## config.mk

```make
export PLATFORM = sky130hd
export DESIGN_NAME = psb_ctrl
export DESIGN_NICKNAME = d
export VERILOG_FILES = /design/src/rtl/psb_pkg.sv /design/src/rtl/psb_ctrl.sv
export SDC_FILE = /design/constraint.sdc
export NUM_CORES = 1
export LEC_CHECK = 0
export BUFFER_PORTS_ARGS = -buffer_cell sky130_fd_sc_hd__clkbuf_2
export CAP_MARGIN = 20
export CELL_PAD_IN_SITES_DETAIL_PLACEMENT = 0
export CELL_PAD_IN_SITES_GLOBAL_PLACEMENT = 2
export CORE_MARGIN = 4
export CORE_UTILIZATION = 20
export DETAILED_ROUTE_END_ITERATION = 16
export PLACE_DENSITY_LB_ADDON = 0.3
export SLEW_MARGIN = 20
export SYNTH_ARGS = -nofsm -noshare
export SYNTH_HDL_FRONTEND = slang
export SYNTH_SLANG_ARGS = --single-unit
```

## constraint.sdc

```tcl
create_clock -name clk -period 1.7 [get_ports clk]
set_input_delay 0.255 -clock clk [delete_from_list [all_inputs] [get_ports clk]]
set_output_delay 0.255 -clock clk [all_outputs]
set_load 0.01 [all_outputs]
```

## src/rtl/psb_pkg.sv

```systemverilog
// ----------------------------------------------------------------------------
// psb_pkg: shared types of the topic broker
// Command and status codes, word layouts, state encoding and the control
// and status groups between the controller and the datapath.
// ----------------------------------------------------------------------------
package psb_pkg;

	typedef enum logic [1:0] {
		CMD_SUBSCRIBE   = 2'd0,
		CMD_UNSUBSCRIBE = 2'd1,
		CMD_PUBLISH     = 2'd2,
		CMD_DISPATCH    = 2'd3
	} psb_cmd_t;

	typedef enum logic [2:0] {
		ST_OK             = 3'd0,
		ST_BAD_TOPIC      = 3'd1,
		ST_TOPIC_FULL     = 3'd2,
		ST_NOT_SUBSCRIBED = 3'd3,
		ST_QUEUE_FULL     = 3'd4,
		ST_DELIVERY       = 3'd5,
		ST_QUEUE_EMPTY    = 3'd6,
		ST_NO_RECEIVER    = 3'd7
	} psb_status_t;

	localparam logic [7:0] BCAST_RESET = 8'd1;

	typedef struct packed {
		psb_cmd_t    cmd;
		logic [15:0] topic;
		logic [7:0]  subscriber;
		logic [7:0]  group;
		logic [7:0]  handler_tag;
		logic [31:0] payload;
	} psb_in_t;

	typedef struct packed {
		psb_status_t status;
		logic [7:0]  target;
		logic [7:0]  handler_out;
		logic [7:0]  topic_out;
		logic [31:0] data_out;
		logic        last;
	} psb_out_t;

	typedef enum logic [2:0] {
		S_CLEAR,
		S_IDLE,
		S_DECODE,
		S_CNT_RD,
		S_CNT_EVAL,
		S_SCAN,
		S_SHIFT
	} psb_state_t;

	typedef struct packed {
		logic        load;
		logic        clr_step;
		logic        dq;
		logic        pub;
		logic        row_from_req;
		logic        sub_write;
		logic        cnt_dec;
		logic        scan_init;
		logic        scan_step;
		logic        pend_load;
		logic        shift_init;
		logic        shift_step;
		logic        emit;
		logic        emit_deliv;
		logic        emit_last;
		psb_status_t emit_status;
	} psb_ctl_t;

	typedef struct packed {
		psb_cmd_t op;
		logic     clr_last;
		logic     topic_bad;
		logic     fill_zero;
		logic     q_full;
		logic     cnt_full;
		logic     scan_end;
		logic     match_grp;
		logic     match_sub;
		logic     pend_vld;
		logic     shift_end;
	} psb_sts_t;

endpackage

```

## src/rtl/psb_ctrl.sv

```systemverilog
// ----------------------------------------------------------------------------
// psb_ctrl: broker controller
// Sequences the clearing pass and each command through the datapath.
// ----------------------------------------------------------------------------
module psb_ctrl (
	input  logic              clk,
	input  logic              arst_n,
	input  logic              start,
	output logic              busy,
	input  psb_pkg::psb_sts_t sts,
	output psb_pkg::psb_ctl_t ctl
);

	psb_pkg::psb_state_t state_q, state_d;

	always_ff @(posedge clk or negedge arst_n) begin
		if (!arst_n) begin
			state_q <= psb_pkg::S_CLEAR;
		end else begin
			state_q <= state_d;
		end
	end

	assign busy = (state_q != psb_pkg::S_IDLE);

	always_comb begin
		ctl           = '0;
		ctl.emit_last = 1'b1;
		state_d       = state_q;
		unique case (state_q)
			psb_pkg::S_CLEAR: begin
				ctl.clr_step = 1'b1;
				if (sts.clr_last) begin
					state_d = psb_pkg::S_IDLE;
				end
			end
			psb_pkg::S_IDLE: begin
				if (start) begin
					ctl.load = 1'b1;
					state_d  = psb_pkg::S_DECODE;
				end
			end
			psb_pkg::S_DECODE: begin
				state_d = psb_pkg::S_IDLE;
				priority if (sts.op == psb_pkg::CMD_DISPATCH) begin
					if (sts.fill_zero) begin
						ctl.emit        = 1'b1;
						ctl.emit_status = psb_pkg::ST_QUEUE_EMPTY;
					end else begin
						ctl.dq  = 1'b1;
						state_d = psb_pkg::S_CNT_RD;
					end
				end else if (sts.topic_bad) begin
					ctl.emit        = 1'b1;
					ctl.emit_status = psb_pkg::ST_BAD_TOPIC;
				end else if (sts.op == psb_pkg::CMD_PUBLISH) begin
					ctl.emit = 1'b1;
					if (sts.q_full) begin
						ctl.emit_status = psb_pkg::ST_QUEUE_FULL;
					end else begin
						ctl.pub         = 1'b1;
						ctl.emit_status = psb_pkg::ST_OK;
					end
				end else begin
					ctl.row_from_req = 1'b1;
					state_d          = psb_pkg::S_CNT_RD;
				end
			end
			psb_pkg::S_CNT_RD: begin
				state_d = psb_pkg::S_CNT_EVAL;
			end
			psb_pkg::S_CNT_EVAL: begin
				if (sts.op == psb_pkg::CMD_SUBSCRIBE) begin
					ctl.emit = 1'b1;
					state_d  = psb_pkg::S_IDLE;
					if (sts.cnt_full) begin
						ctl.emit_status = psb_pkg::ST_TOPIC_FULL;
					end else begin
						ctl.sub_write   = 1'b1;
						ctl.emit_status = psb_pkg::ST_OK;
					end
				end else begin
					ctl.scan_init = 1'b1;
					state_d       = psb_pkg::S_SCAN;
				end
			end
			psb_pkg::S_SCAN: begin
				if (sts.op == psb_pkg::CMD_UNSUBSCRIBE) begin
					priority if (sts.match_sub) begin
						ctl.shift_init = 1'b1;
						state_d        = psb_pkg::S_SHIFT;
					end else if (sts.scan_end) begin
						ctl.emit        = 1'b1;
						ctl.emit_status = psb_pkg::ST_NOT_SUBSCRIBED;
						state_d         = psb_pkg::S_IDLE;
					end else begin
						ctl.scan_step = 1'b1;
					end
				end else if (sts.scan_end) begin
					// Flush the held delivery as the final word, or report no match.
					ctl.emit = 1'b1;
					state_d  = psb_pkg::S_IDLE;
					if (sts.pend_vld) begin
						ctl.emit_deliv = 1'b1;
					end else begin
						ctl.emit_status = psb_pkg::ST_NO_RECEIVER;
					end
				end else begin
					ctl.scan_step = 1'b1;
					if (sts.match_grp) begin
						ctl.pend_load = 1'b1;
						if (sts.pend_vld) begin
							ctl.emit       = 1'b1;
							ctl.emit_deliv = 1'b1;
							ctl.emit_last  = 1'b0;
						end
					end
				end
			end
			psb_pkg::S_SHIFT: begin
				if (sts.shift_end) begin
					ctl.cnt_dec     = 1'b1;
					ctl.emit        = 1'b1;
					ctl.emit_status = psb_pkg::ST_OK;
					state_d         = psb_pkg::S_IDLE;
				end else begin
					ctl.shift_step = 1'b1;
				end
			end
			default: begin
				state_d = psb_pkg::S_IDLE;
			end
		endcase
	end

endmodule

```

### After elaboration in Yosys (flattened, before gate mapping)

Index checks and enable logic that the tools add are counted.

* bits in registers: 3
* input port bits: 15
* output and inout port bits: 19
* word-level logic and storage cells: 87

* equality and inequality tests: 13
* multiplexer cells: 70
* reduce and logical (&&, ||, !) cells: 3

Operators by type and width (number)
* 3-bit two-way mux: 20
* 1-bit two-way mux: 34
* 2-bit two-way mux: 13
* 3-bit one-hot mux with 7 select lines: 1
* 3-bit equality test (second input constant): 3
* 3-bit one-hot mux with 3 select lines: 1
* 3-bit by 2-bit equality test with 1-bit output (second input constant): 2
* 2-bit inequality test (second input constant): 3
* 2-bit equality test (second input constant): 2
* 1-bit one-hot mux with 4 select lines: 1
* 3-bit by 1-bit equality test with 1-bit output (second input constant): 1
* 3-bit zero test: 1
* 3-bit by 1-bit inequality test with 1-bit output (second input constant): 1
* 3-bit AND reduction: 1
* 2-bit by 1-bit equality test with 1-bit output (second input constant): 1
* 2-bit zero test: 1

### Longest topological paths before layout

* depth in word-level cells: 5
* mapped depth: 5

### Worst setup path after synthesis

OpenSTA, ideal clock, no wires.

* path type: register -> output
* from: reg state_q[0]
* to: out ctl[5] (netlist bit)
* arrival time: 1.169 ns
* required time: 1.445 ns
* setup slack: 0.276 ns
* cell stages (with the launch flop): 4
* path buffers: 1
* cells stage by stage: dfrtp_1 buf_6 or3b_4 o221ai_1

RTL lines
* from (decl): RTL line psb_ctrl.sv:14 `psb_pkg::psb_state_t state_q, state_d;`
* from (signal assigned): RTL line psb_ctrl.sv:18 `state_q <= psb_pkg::S_CLEAR;`
* from (signal assigned): RTL line psb_ctrl.sv:20 `state_q <= state_d;`
* to (decl): RTL line psb_ctrl.sv:11 `output psb_pkg::psb_ctl_t ctl`

==> impl_metrics.ini <==
[status]
run_status = complete, but fails checks
failing_checks = negative setup slack

[synthesis]
yosysTopAreaCellShare_pct = 14.0
yosys.cell_types.count = 32
netlist_instances = 75
mappedNetlistNets = 90
synth_ff_type = sky130_fd_sc_hd__dfrtp_1
synth.top_cells.by_area = sky130_fd_sc_hd__dfrtp_1, sky130_fd_sc_hd__nor3_1, sky130_fd_sc_hd__nand2_1
synth_edf_count = 0
synthesis.area_per_instance_um2 = 7.14
synth.ff_latch_count = 3
synthesis.area_um2 = 536
async_flop_share_pct = 100
yosys_warnings = 0
synth_top_cell_by_area = sky130_fd_sc_hd__dfrtp_1
seq_area_frac_synth_pct = 14.0

[worst_setup_path]
timing.critical_path.to_type = primary output
max_stage_delay_cell_worst_path = sky130_fd_sc_hd__dfrtp_2
critical_path_depth = 3
startpoint_kind_of_the_worst_setup_timing_path = flip-flop
slowest_delay_ns = 0.45
timing.critical_path.max_delay_family = simple AND/OR/NAND/NOR gates
timing.critical_path.fanout_max = 6
path_type_of_the_worst_setup_path = reg2out
path_buf_inv = 1
critPathRequiredTime_ns = 1.44
cp_data_arrival_time_ns = 1.46
rr_worst_depth = 5
timing.critical_path.cells = or3b_4 -> nor3_2 -> buf_2

[die]
chipHeight_um = 59.7
initial_core_util_pct = 21.2
chipWidth_um = 59.7
die_outline_area_um2 = 3570
floorplan.core_area_um2 = 2520
boundaryPins = 34
num_rows = 18

[finish]
area_delta_synth_final_pct = 59.6
final_common_cell = sky130_fd_sc_hd__clkbuf_2
top_library_cells_by_usage_in_the_layout_fill_and_taps_aside = sky130_fd_sc_hd__clkbuf_2, sky130_fd_sc_hd__buf_4, sky130_fd_sc_hd__nand2_1
fillCellCount = 293
top_register = state_q
largest_register_ffs = 3
layout_cells_sized_above_1_pct = 53.4
reg.largest.list = state_q x3
postLayoutCoreUtil_pct = 33.9
antenna_diode_count = 0
finish.net_count = 132

[cts]
tritoncts = built
clk_pin_slew_worst_paths_ns = 0.04
ctsRootBufferMaster = sky130_fd_sc_hd__clkbuf_4
cts-buffers-inserted = 3
cts-root-to-sink-buffers = 2
clkLatencyLatePin_ns = 0.24
cts_htree_levels = 1
cts_sinks = 3

[global_route]
antenna_found_initial = 0
grtUsageMet2_pct = 15.6
use_met3_pct = 2.38
grt_start_max_net_pins = 15
grt_pass1_wl_um = 2810
busiest_layer = met2
grtUsageMet1_pct = 12.9
global_route.overflow_total = 0
grtUsageTotal_pct = 10.4
number_of_global_route_vias_before_repair = 648

[power_and_ir_drop]
power_per_cell_area_nw_per_um2 = 1000
static-leakage-power_nw = 0.403
logic_gate_share_of_total_power_pct = 66.2
clockPowerShare_pct = 15.0
vdd_ir_drop_max_uv = 506
intPower_w = 0.000449
p_sw_share_pct = 47.6
power.net_switching_w = 0.000408
power.share.sequential_pct = 18.9

[timing]
max_slew_margin_pct = 83.2
achievable-frequency_mhz = 582
fin_worst_skew_ns = 0.00102
final-max-slew-violation-count = 0
hold_violation_total_from_the_final_report = 0
rsz0062_at_grt = true
setup_slack_ns = -0.0197
slew_at_the_pin_closest_to_its_max_slew_limit_ns = 0.248
crit_path_time_final_ns = 1.72
final-setup-viol-count = 3
final_min_period_over_clock_period_pct = 101

[hold_path]
holdCritPathClass = in2async

[detailed_routing]
totalWireLength_um = 1850
drt_iter0_drc = 8
via_count_of_the_routed_design = 717
dr.pass1.iters = 4
route.detailed.drc = 0
wire_per_inst_um = 12.7
post_drt_via_cell_ratio = 4.91
ant_nets = 0

[place]
place.detailed.hpwl_um = 1450
routabilityCongestion = 0.683
preCtsSetupSlack_ns = 0.156
place.port_buffers = 33

[job]
drv.max_cap_violation_count = 0
[kinds of logic (layout without fill, tap and decap cells)]
family | Yosys count | in the layout | share of synthesized area, %
flops | 3 | 3 | 14.0
simple gates | 45 | 45 | 50.5
compound gates | 20 | 20 | 24.8
buf+inv | 7 | 48 | 10.7
[synthesized netlist by cell type (all sizes together), types with 2 or more instances]
| cell type | count |
|---|---|
| nand2 | 9 |
| nor3 | 9 |
| nor2 | 7 |
| buf | 6 |
| a21oi | 5 |
| nand2b | 5 |
| o21ai | 5 |
| dfrtp | 3 |
| nor3b | 3 |
| nand3b | 2 |
| nor2b | 2 |
| nor4 | 2 |
| o221ai | 2 |
| o22ai | 2 |
| o311ai | 2 |
| or3b | 2 |
[area by class of cell]
type | instances | area (um^2) | area share (%)
sequential | 3 | 77.6 | 9.08
inverter | 1 | 3.75 | 0.439
tap | 30 | 37.5 | 4.39
clock buffer | 4 | 26.3 | 3.07
timing repair buffer | 43 | 243 | 28.4
multi-input combinational | 65 | 467 | 54.6
[power by group through the flow]
stage	logic (W)	clock network [W]	registers [W]
floorplan	0.000382	0	0.000123
global placement	0.000507	0	0.000145
detailed placement	0.000502	0	0.000148
CTS	0.000541	0.000131	0.000147
global route	0.000635	0.000137	0.000168
finish	0.000567	0.000128	0.000161
[repair_timing]
item | 4_1_cts | 5_1_grt
pin swaps | 4 | 4
resized for setup | 5 | 14
endpoints found under the setup margin | 7 | 12
endpoints found under the hold margin | 3 | 0
buffers inserted | 2 | 1
hold buffers | 1 | 0
[path summary, 6_finish.rpt]
kind / start / end / slack, ns
hold / removal: arst_n / state_q[2]$_DFFE_PN0P_ / 0.36
max in group asynchronous: arst_n / state_q[0]$_DFFE_PN0P_ / 1.22
min in group clk: start / state_q[0]$_DFFE_PN0P_ / 0.39
setup reg to reg: state_q[0]$_DFFE_PN0P_ / state_q[2]$_DFFE_PN0P_ / 0.31
hold reg to reg: state_q[1]$_DFFE_PN0P_ / state_q[2]$_DFFE_PN0P_ / 0.77
setup / recovery: state_q[2]$_DFFE_PN0P_ / ctl[13] / -0.02
[worst reg2reg max path, cell delays in order, from the launching register on]
cell	delay (ns)
sky130_fd_sc_hd__dfrtp_2	0.45
sky130_fd_sc_hd__buf_4	0.21
sky130_fd_sc_hd__nor3_1	0.19
sky130_fd_sc_hd__a21oi_1	0.06
sky130_fd_sc_hd__o311ai_1	0.25
sky130_fd_sc_hd__o21ai_1	0.10
[stage by stage]
step | std cells | TNS, ns | instance area, um^2 | hold slack (ns) | total power (W)
2_1_floorplan | 75 | 0 | 536 | -0.0406 | 0.000505
3_3_place_gp | 138 | 0 | 729 | 0.0561 | 0.000652
3_5_place_dp | 138 | 0 | 729 | 0.0567 | 0.000650
4_1_cts | 145 | -0.0240 | 797 | 0.349 | 0.000819
5_1_grt | 146 | -0.478 | 855 | 0.375 | 0.000940
6_report | 146 | -0.0355 | 855 | 0.357 | 0.000856
[routing by layer]
layer | vias to the layer above | share of wire (%)
met5 | - | 0
met1 | 331 | 42
met3 | 4 | 7.3
met4 | 0 | 2.6
met2 | 21 | 48
li1 | 361 | -
Note: power is estimated with default switching activity, not from simulation.
